## config.mk

```make
export PLATFORM = sky130hd
export DESIGN_NAME = lru_slot_cache_with_bad_key_ring_top
export DESIGN_NICKNAME = d
export VERILOG_FILES = /design/src/rtl/lsc_pkg.sv /design/src/rtl/lsc_front.sv /design/src/rtl/lsc_back.sv /design/src/rtl/lru_slot_cache_with_bad_key_ring_top.sv
export SDC_FILE = /design/constraint.sdc
export NUM_CORES = 2
export LEC_CHECK = 0
export BUFFER_PORTS_ARGS = -buffer_cell sky130_fd_sc_hd__buf_2
export CORE_ASPECT_RATIO = 1.1
export CORE_MARGIN = 2
export CORE_UTILIZATION = 40
export CTS_BUF_LIST = sky130_fd_sc_hd__clkbuf_4 sky130_fd_sc_hd__clkbuf_8 sky130_fd_sc_hd__clkbuf_16
export DETAILED_ROUTE_END_ITERATION = 12
export GPL_TIMING_DRIVEN = 0
export SYNTH_ARGS = -nofsm -noshare
export SYNTH_HDL_FRONTEND = slang
export SYNTH_SLANG_ARGS = --single-unit
```

## constraint.sdc

```tcl
create_clock -name aclk -period 8.24 [get_ports aclk]
set_input_delay 0.824 -clock aclk [delete_from_list [all_inputs] [get_ports aclk]]
set_output_delay 0.824 -clock aclk [all_outputs]
set_load 0.1 [all_outputs]
```

## src/rtl/lsc_pkg.sv

```systemverilog
// Shared types and constants for the slot cache tag and policy engine.
package lsc_pkg;

    localparam int KEY_W  = 64;
    localparam int SLOT_W = 4;
    localparam int TIME_W = 32;
    localparam int GEN_W  = 32;
    localparam int CNT_W  = 5;

    localparam logic [TIME_W-1:0] STAMP_MAX = '1;

    typedef enum logic [1:0] {
        REQ_LOOKUP  = 2'd0,
        REQ_RECHECK = 2'd1,
        REQ_CLAIM   = 2'd2,
        REQ_FINISH  = 2'd3
    } req_t;

    // One classified request as it waits between the front and the back.
    typedef struct packed {
        req_t              req;
        logic [KEY_W-1:0]  key;
        logic              key_empty;
        logic              fetch_allowed;
        logic [SLOT_W-1:0] target_slot;
        logic              decode_ok;
        logic [TIME_W-1:0] now_ms;
    } item_t;

    // Handshake between the front queue and the back engine.
    typedef struct packed {
        logic  valid;
        item_t item;
    } queue_out_t;

endpackage

```

## src/rtl/lsc_front.sv

```systemverilog
// Front end: accepts request words, masks and classifies them, and queues them.
module lsc_front
    import lsc_pkg::*;
#(
    parameter int KEY_BITS = 64
) (
    input  logic              aclk,
    input  logic              aresetn,
    input  logic              s_valid,
    output logic              s_ready,
    input  logic [1:0]        s_req_type,
    input  logic [KEY_W-1:0]  s_key,
    input  logic              s_fetch_allowed,
    input  logic [SLOT_W-1:0] s_target_slot,
    input  logic              s_decode_ok,
    input  logic [TIME_W-1:0] s_now_ms,
    output queue_out_t        q_out,
    input  logic              q_pop
);

    item_t            entry_reg [2];
    logic             wr_ptr_reg;
    logic             rd_ptr_reg;
    logic [1:0]       count_reg;
    logic [KEY_W-1:0] key_mask;
    item_t            classified;
    logic             push;
    logic             pop;

    always_comb begin
        for (int i = 0; i < KEY_W; i++) begin
            key_mask[i] = (i < KEY_BITS);
        end
    end

    always_comb begin
        classified.req           = req_t'(s_req_type);
        classified.key           = s_key & key_mask;
        classified.key_empty     = ((s_key & key_mask) == '0);
        classified.fetch_allowed = s_fetch_allowed;
        classified.target_slot   = s_target_slot;
        classified.decode_ok     = s_decode_ok;
        classified.now_ms        = s_now_ms;
    end

    assign s_ready      = (count_reg != 2'd2);
    assign push         = s_valid && s_ready;
    assign pop          = q_pop && (count_reg != 2'd0);
    assign q_out.valid  = (count_reg != 2'd0);
    assign q_out.item   = entry_reg[rd_ptr_reg];

    always_ff @(posedge aclk) begin
        if (!aresetn) begin
            wr_ptr_reg <= 1'b0;
            rd_ptr_reg <= 1'b0;
            count_reg  <= 2'd0;
        end else begin
            if (push) begin
                entry_reg[wr_ptr_reg] <= classified;
                wr_ptr_reg            <= ~wr_ptr_reg;
            end
            if (pop) begin
                rd_ptr_reg <= ~rd_ptr_reg;
            end
            count_reg <= count_reg + 2'(push) - 2'(pop);
        end
    end

endmodule

```

## src/rtl/lsc_back.sv

```systemverilog
// Back end: scans the slot and bad-key stores, applies a request and registers its result.
module lsc_back
    import lsc_pkg::*;
#(
    parameter int SLOT_COUNT = 16,
    parameter int BAD_DEPTH  = 16
) (
    input  logic              aclk,
    input  logic              aresetn,
    input  logic [CNT_W-1:0]  slots_in_use,
    input  queue_out_t        q_in,
    output logic              q_pop,
    output logic              m_valid,
    input  logic              m_ready,
    output logic              m_hit,
    output logic [SLOT_W-1:0] m_slot,
    output logic              m_fetch_request,
    output logic              m_key_is_bad,
    output logic              m_already_have,
    output logic [GEN_W-1:0]  m_generation
);

    localparam int SLOT_IW  = (SLOT_COUNT > 1) ? $clog2(SLOT_COUNT) : 1;
    localparam int BAD_IW   = (BAD_DEPTH > 1) ? $clog2(BAD_DEPTH) : 1;
    localparam int SCAN_LEN = (SLOT_COUNT > BAD_DEPTH) ? SLOT_COUNT : BAD_DEPTH;
    localparam int SCAN_W   = (SCAN_LEN > 1) ? $clog2(SCAN_LEN) : 1;
    localparam int TS_W     = (SLOT_IW > SLOT_W) ? SLOT_IW : SLOT_W;

    typedef enum logic [1:0] {
        ST_IDLE,
        ST_SCAN,
        ST_EXEC
    } state_t;

    state_t              state_reg;
    item_t               item_reg;
    logic [SCAN_W-1:0]   scan_reg;

    logic [KEY_W-1:0]    tag_reg      [SLOT_COUNT];
    logic                ready_reg    [SLOT_COUNT];
    logic [TIME_W-1:0]   last_use_reg [SLOT_COUNT];
    logic [KEY_W-1:0]    bad_reg      [BAD_DEPTH];
    logic [BAD_IW-1:0]   bad_ptr_reg;
    logic [GEN_W-1:0]    gen_reg;

    logic                found_reg;
    logic [SLOT_IW-1:0]  found_idx_reg;
    logic                vic_found_reg;
    logic [SLOT_IW-1:0]  vic_idx_reg;
    logic [SLOT_IW-1:0]  best_idx_reg;
    logic [TIME_W-1:0]   oldest_reg;
    logic                bad_found_reg;

    logic [31:0]         active_n;
    logic                slot_live;
    logic                bad_live;
    logic [SLOT_IW-1:0]  slot_idx;
    logic [BAD_IW-1:0]   bad_idx;
    logic [SLOT_IW-1:0]  victim;
    logic [TS_W-1:0]     tslot_ext;
    logic                out_free;

    assign active_n  = (32'(slots_in_use) > 32'(SLOT_COUNT)) ? 32'(SLOT_COUNT)
                                                             : 32'(slots_in_use);
    assign slot_live = (32'(scan_reg) < active_n);
    assign bad_live  = (32'(scan_reg) < 32'(BAD_DEPTH));
    assign slot_idx  = SLOT_IW'(scan_reg);
    assign bad_idx   = BAD_IW'(scan_reg);
    assign victim    = vic_found_reg ? vic_idx_reg : best_idx_reg;
    assign tslot_ext = TS_W'(item_reg.target_slot);
    assign out_free  = !m_valid || m_ready;
    assign q_pop     = (state_reg == ST_IDLE) && q_in.valid;
    assign m_generation = gen_reg;

    always_ff @(posedge aclk) begin
        if (!aresetn) begin
            state_reg   <= ST_IDLE;
            m_valid     <= 1'b0;
            bad_ptr_reg <= '0;
            gen_reg     <= GEN_W'(1);
            scan_reg    <= '0;
            for (int i = 0; i < SLOT_COUNT; i++) begin
                tag_reg[i]      <= '0;
                ready_reg[i]    <= 1'b0;
                last_use_reg[i] <= '0;
            end
            for (int i = 0; i < BAD_DEPTH; i++) begin
                bad_reg[i] <= '0;
            end
        end else begin
            if (m_valid && m_ready) begin
                m_valid <= 1'b0;
            end
            unique case (state_reg)
                ST_IDLE: begin
                    if (q_in.valid) begin
                        item_reg      <= q_in.item;
                        scan_reg      <= '0;
                        found_reg     <= 1'b0;
                        found_idx_reg <= '0;
                        vic_found_reg <= 1'b0;
                        vic_idx_reg   <= '0;
                        best_idx_reg  <= '0;
                        oldest_reg    <= STAMP_MAX;
                        bad_found_reg <= 1'b0;
                        state_reg     <= ST_SCAN;
                    end
                end
                ST_SCAN: begin
                    if (slot_live) begin
                        if (!found_reg && ready_reg[slot_idx]
                            && (tag_reg[slot_idx] == item_reg.key)) begin
                            found_reg     <= 1'b1;
                            found_idx_reg <= slot_idx;
                        end
                        if (!vic_found_reg) begin
                            if (!ready_reg[slot_idx]) begin
                                vic_found_reg <= 1'b1;
                                vic_idx_reg   <= slot_idx;
                            end else if (last_use_reg[slot_idx] < oldest_reg) begin
                                oldest_reg   <= last_use_reg[slot_idx];
                                best_idx_reg <= slot_idx;
                            end
                        end
                    end
                    if (bad_live && (bad_reg[bad_idx] != '0)
                        && (bad_reg[bad_idx] == item_reg.key)) begin
                        bad_found_reg <= 1'b1;
                    end
                    if (32'(scan_reg) == 32'(SCAN_LEN - 1)) begin
                        state_reg <= ST_EXEC;
                    end else begin
                        scan_reg <= scan_reg + SCAN_W'(1);
                    end
                end
                ST_EXEC: begin
                    if (out_free) begin
                        m_valid         <= 1'b1;
                        m_hit           <= 1'b0;
                        m_slot          <= '0;
                        m_fetch_request <= 1'b0;
                        m_key_is_bad    <= 1'b0;
                        m_already_have  <= 1'b0;
                        unique case (item_reg.req)
                            REQ_LOOKUP: begin
                                if (!item_reg.key_empty) begin
                                    if (found_reg) begin
                                        last_use_reg[found_idx_reg] <= item_reg.now_ms;
                                        m_hit  <= 1'b1;
                                        m_slot <= SLOT_W'(found_idx_reg);
                                    end else begin
                                        m_key_is_bad    <= bad_found_reg;
                                        m_fetch_request <= !bad_found_reg
                                                           && item_reg.fetch_allowed;
                                    end
                                end
                            end
                            REQ_RECHECK: begin
                                m_key_is_bad   <= bad_found_reg;
                                m_already_have <= found_reg || bad_found_reg;
                            end
                            REQ_CLAIM: begin
                                ready_reg[victim] <= 1'b0;
                                tag_reg[victim]   <= item_reg.key;
                                m_slot            <= SLOT_W'(victim);
                            end
                            REQ_FINISH: begin
                                if (item_reg.decode_ok) begin
                                    if (32'(tslot_ext) < 32'(SLOT_COUNT)) begin
                                        ready_reg[SLOT_IW'(tslot_ext)]    <= 1'b1;
                                        last_use_reg[SLOT_IW'(tslot_ext)] <= item_reg.now_ms;
                                    end
                                    gen_reg <= gen_reg + GEN_W'(1);
                                end else if (!bad_found_reg) begin
                                    bad_reg[bad_ptr_reg] <= item_reg.key;
                                    if (32'(bad_ptr_reg) == 32'(BAD_DEPTH - 1)) begin
                                        bad_ptr_reg <= '0;
                                    end else begin
                                        bad_ptr_reg <= bad_ptr_reg + BAD_IW'(1);
                                    end
                                end
                            end
                            default: begin
                            end
                        endcase
                        state_reg <= ST_IDLE;
                    end
                end
                default: begin
                    state_reg <= ST_IDLE;
                end
            endcase
        end
    end

endmodule

```

## src/rtl/lru_slot_cache_with_bad_key_ring_top.sv

```systemverilog
// Top level of the slot cache tag and policy engine with its bad-key ring.
//
//  Channel  Ports          Direction  Carries
//  s_       valid/ready    in         one request word per handshake
//  m_       valid/ready    out        one result word per request word
//  APB      psel..prdata   in/out     slots_in_use register at byte address 0
//
// Each request word passes through the back end in order: it is taken from the queue,
// then scanned over every slot and ring entry, and then applied with its result loaded.
// The scan steps over one slot and one ring entry per cycle.
// A two-word queue lets the front accept words while the back scans, and the result
// register frees the back from a stalled m_ready until the next result is due.
// Reset (aresetn low at a clock edge) clears all tags, ready bits, stamps and
// ring entries at once, sets the generation to one and slots_in_use to 16.
module lru_slot_cache_with_bad_key_ring_top
    import lsc_pkg::*;
#(
    parameter int SLOT_COUNT = 16,
    parameter int BAD_DEPTH  = 16,
    parameter int KEY_BITS   = 64
) (
    input  logic              aclk,
    input  logic              aresetn,
    // Request channel.
    input  logic              s_valid,
    output logic              s_ready,
    input  logic [1:0]        s_req_type,
    input  logic [KEY_W-1:0]  s_key,
    input  logic              s_fetch_allowed,
    input  logic [SLOT_W-1:0] s_target_slot,
    input  logic              s_decode_ok,
    input  logic [TIME_W-1:0] s_now_ms,
    // Result channel.
    output logic              m_valid,
    input  logic              m_ready,
    output logic              m_hit,
    output logic [SLOT_W-1:0] m_slot,
    output logic              m_fetch_request,
    output logic              m_key_is_bad,
    output logic              m_already_have,
    output logic [GEN_W-1:0]  m_generation,
    // Configuration port.
    input  logic              psel,
    input  logic              penable,
    input  logic              pwrite,
    input  logic [2:0]        paddr,
    input  logic [31:0]       pwdata,
    output logic [31:0]       prdata,
    output logic              pready
);

    logic [CNT_W-1:0] slots_in_use_reg;
    queue_out_t       queue_word;
    logic             queue_pop;

    // The only register answers wherever paddr[2] is low; other addresses read as zero.
    assign pready = 1'b1;
    assign prdata = (paddr[2] == 1'b0) ? 32'(slots_in_use_reg) : 32'd0;

    always_ff @(posedge aclk) begin
        if (!aresetn) begin
            slots_in_use_reg <= CNT_W'(16);
        end else if (psel && penable && pwrite && pready && (paddr[2] == 1'b0)) begin
            slots_in_use_reg <= pwdata[CNT_W-1:0];
        end
    end

    // The front masks the key to KEY_BITS and queues the classified word.
    lsc_front #(
        .KEY_BITS(KEY_BITS)
    ) u_front (
        .aclk           (aclk),
        .aresetn        (aresetn),
        .s_valid        (s_valid),
        .s_ready        (s_ready),
        .s_req_type     (s_req_type),
        .s_key          (s_key),
        .s_fetch_allowed(s_fetch_allowed),
        .s_target_slot  (s_target_slot),
        .s_decode_ok    (s_decode_ok),
        .s_now_ms       (s_now_ms),
        .q_out          (queue_word),
        .q_pop          (queue_pop)
    );

    // The back owns every store and applies one word at a time.
    lsc_back #(
        .SLOT_COUNT(SLOT_COUNT),
        .BAD_DEPTH (BAD_DEPTH)
    ) u_back (
        .aclk           (aclk),
        .aresetn        (aresetn),
        .slots_in_use   (slots_in_use_reg),
        .q_in           (queue_word),
        .q_pop          (queue_pop),
        .m_valid        (m_valid),
        .m_ready        (m_ready),
        .m_hit          (m_hit),
        .m_slot         (m_slot),
        .m_fetch_request(m_fetch_request),
        .m_key_is_bad   (m_key_is_bad),
        .m_already_have (m_already_have),
        .m_generation   (m_generation)
    );

endmodule
```

==> impl_metrics.tcl <==
set metrics [dict create \
    root_buffer "clkbuf_16" \
    wl_per_cell_um 45.04 \
    final_common_cell "edfxtp_1" \
    portBuffers 163 \
    cts.htree.levels 5 \
    finalHoldViolCount 0 \
    syn_inst 8947 \
    clkSinkCount 3002 \
    fp-row-count 224 \
    fin_crit_sh 0.9983 \
    p_clk_frac 0.341 \
    drtIter0Drc 17470 \
    peakVddDrop_v 0.0001862 \
    p_int_w 0.02860 \
    grt_pass1_vias 89540 \
    grt_pass1_wl_um 841400 \
    outcome "finished, violations left" \
    die_y_um 616.2 \
    fin_setup_tns_ps 0 \
    ios 221 \
    postCtsHoldBufs 0 \
    cp.arrival_ps 8870 \
    yosysSeqAreaShare 0.6562 \
    dr.pass1.iters 6 \
    cts_buffer_depth 4 \
    power_leakage_nw 54.70 \
    final_cell_mix "edfxtp_1, and2_1, mux4_2, clkbuf_1, nor3_1" \
    fin_total_pwr_w 0.04311 \
    cts_buffers 323 \
    wirelength_um 649700 \
    worstSetupEndpointType "flop" \
    crit_buf_inv 7 \
    switching_share 0.3365 \
    pwr-share-comb 0.237 \
    worst_pin_slew_ps 1666 \
    clock_skew_ps 85.64 \
    vias_per_cell 6.556 \
    synth_edf_count 2930 \
    cts_tree "yes" \
    maxCapViolCount 12 \
    crit_top_cell "buf_2" \
    nets 9783 \
    seqCellArea_sq_um 89430 \
    drv_slew 72 \
    finalCriticalPeriod_ps 8226 \
    grt_max_degree 67 \
    clk_pin_slew_ps 60 \
    switching_power_w 0.01450 \
    netlist_area_sq_um 136300 \
    violations "capacitance limit, slew limit" \
    p_seq_frac 0.422 \
    hpwl_um 460000 \
    antenna_left 0 \
    worstHoldPathType "input pin to flop" \
    cpPeakStageDelay_ps 1130 \
    critical_path.cell_chain "buf_2, buf_2, buf_2, buf_4, buf_2, clkbuf_2, and3_1, a31oi_1, ha_1, a21oi_1, nor2b_1, o21ai_0, nand2_1, a21oi_1, o221a_2, o21ai_0, a21oi_4, buf_4" \
    overflow 0 \
    gp_congestion 1.060 \
    grtUsageTotal 0.3686 \
    async_flop_share 0 \
    initial_core_util 0.4022 \
    synth_ff_type "edfxtp_1" \
    required_ps 8880 \
    critPathSlowestCell "dfxtp_1" \
    critPathLaunchType "flop" \
    drive_above_1_share 0.1952 \
    drc 0 \
    grt_setup_unrepaired "no" \
    vias 94570 \
    path_class "flop to flop" \
    power.density_nw_per_um2 274.8 \
    path_max_fanout 19 \
    synthToLayoutAreaGrowth_pct 15.09 \
    die_area_sq_um 345400 \
    max-slew-margin-rel -0.1109 \
    fill_cells 29720 \
    fin_hold_ws_ps 51.12 \
    multi_input_area_sq_um 43070 \
    grt_antenna_before_repair 88 \
    ys_warn_count 0 \
    clock_latency_ps 980 \
    ys_ff_latch 3002 \
    core_area_sq_um 338800 \
    finalSetupViolCount 0 \
    synth_cell_types 85 \
    max_freq_mhz 121.6 \
    dieWidth_um 560.5 \
    worst_path_dominant_cell_family "buffers and inverters" \
    syn_area_per_cell_sq_um 15.23 \
]
[Yosys cell counts, types with 10 or more instances]
cell	count	area [sq um]
buf_4	84	630.6
and3_1	274	1714
mux2i_1	211	2112
nand3_1	38	190.2
o221ai_1	12	105.1
o22ai_1	28	175.2
buf_6	24	270.3
nor3_1	560	2803
a21o_1	11	82.58
a2111oi_0	12	105.1
and2_1	1687	10550
xor2_1	45	394.1
dfxtp_1	72	1441
clkbuf_1	659	2474
a221oi_1	17	148.9
nand2b_1	55	344.1
a22oi_1	50	375.4
nand4_1	36	225.2
a31oi_1	21	131.4
nor2_1	157	589.3
a211oi_1	14	105.1
ha_1	42	525.5
mux2_2	132	1486
nor4_1	177	1107
clkinv_1	12	45.04
buf_1	69	259.0
nor2b_1	33	206.5
o21ai_0	110	550.5
mux4_2	653	14710
xnor2_1	94	823.3
edfxtp_1	2930	87980
or3_1	10	62.56
mux4_1	15	394.1
a21boi_0	21	157.7
buf_2	101	505.5
a21oi_1	63	315.3
nand2_1	236	885.9
inv_1	57	214.0
[layout make-up]
class | count | share of cell area
Buffer | 935 | 0.02694
Tap cell | 4520 | 0.03606
Clock buffer | 413 | 0.05716
Clock inverter | 159 | 0.009094
Sequential cell | 3002 | 0.5702
Timing Repair Buffer | 302 | 0.02325
Antenna cell | 63 | 0.001005
Inverter | 72 | 0.001723
Multi-Input combinational cell | 4959 | 0.2746
[logic make-up after synthesis]
family                   Yosys count  share of synthesized area
AND/OR/NAND/NOR                 3297                     0.1391
flip-flops                      3002                     0.6562
multiplexers                    1012                     0.1374
buffers and inverters           1012                    0.03268
AO/OA/AOI/OAI                    441                    0.02180
XOR/XNOR                         139                   0.008933
adder cells (fa/ha/maj)           42                   0.003856
other                              2                 0.00005511
[what timing repair did]
item | CTS | global route
resized for setup | 6 | 6
gates cloned | 0 | 0
setup endpoints to repair | 36 | 36
setup buffers | 0 | 1
pin swaps | 0 | 1
[layer usage]
| layer | wire length [um] | GRT usage | share of wire |
|---|---|---|---|
| met1 | 213500 | 0.4331 | 0.33 |
| met2 | 278800 | 0.5352 | 0.43 |
| met3 | 86780 | 0.1257 | 0.13 |
| met4 | 70340 | 0.3301 | 0.11 |
| met5 | 237 | 0.001111 | 0.00036 |
[worst paths after layout]
| check | startpoint | end | slack (ps) | cells past startpoint |
|---|---|---|---|---|
| setup / recovery | flop | u_back.oldest_reg[15] | 10 | 18 |
| hold / removal | s_req_type[0] | u_front.entry_reg[1][103] | 50 | 1 |
| setup reg to reg | flop | u_back.oldest_reg[15] | 10 | 18 |
| hold reg to reg | u_back.ready_reg[9] | u_back.ready_reg[9] | 470 | 2 |
[per-stage QoR]
step                      area, sq um  setup WS (ps)    util  instances
after floorplan                136400          431.4       -       8973
after global placement         142900          -7817  0.4216      13660
after detailed placement       146200         -740.5  0.4316      13790
after CTS                      156600          123.4  0.4622      14360
after global routing           156700          441.7  0.4625      14380
final                          156800          14.37  0.4629      14430
[power groups by stage]
| stage | clock, W | sequential (W) | combinational [W] |
|---|---|---|---|
| after floorplan | 0 | 0.0182 | 0.00456 |
| after global placement | 0 | 0.0187 | 0.00932 |
| after detailed placement | 0 | 0.0185 | 0.00962 |
| after CTS | 0.0146 | 0.0182 | 0.00964 |
| after global routing | 0.0152 | 0.0182 | 0.00999 |
| final | 0.0147 | 0.0182 | 0.0102 |
No activity file was read; power rests on OpenSTA's default activity.
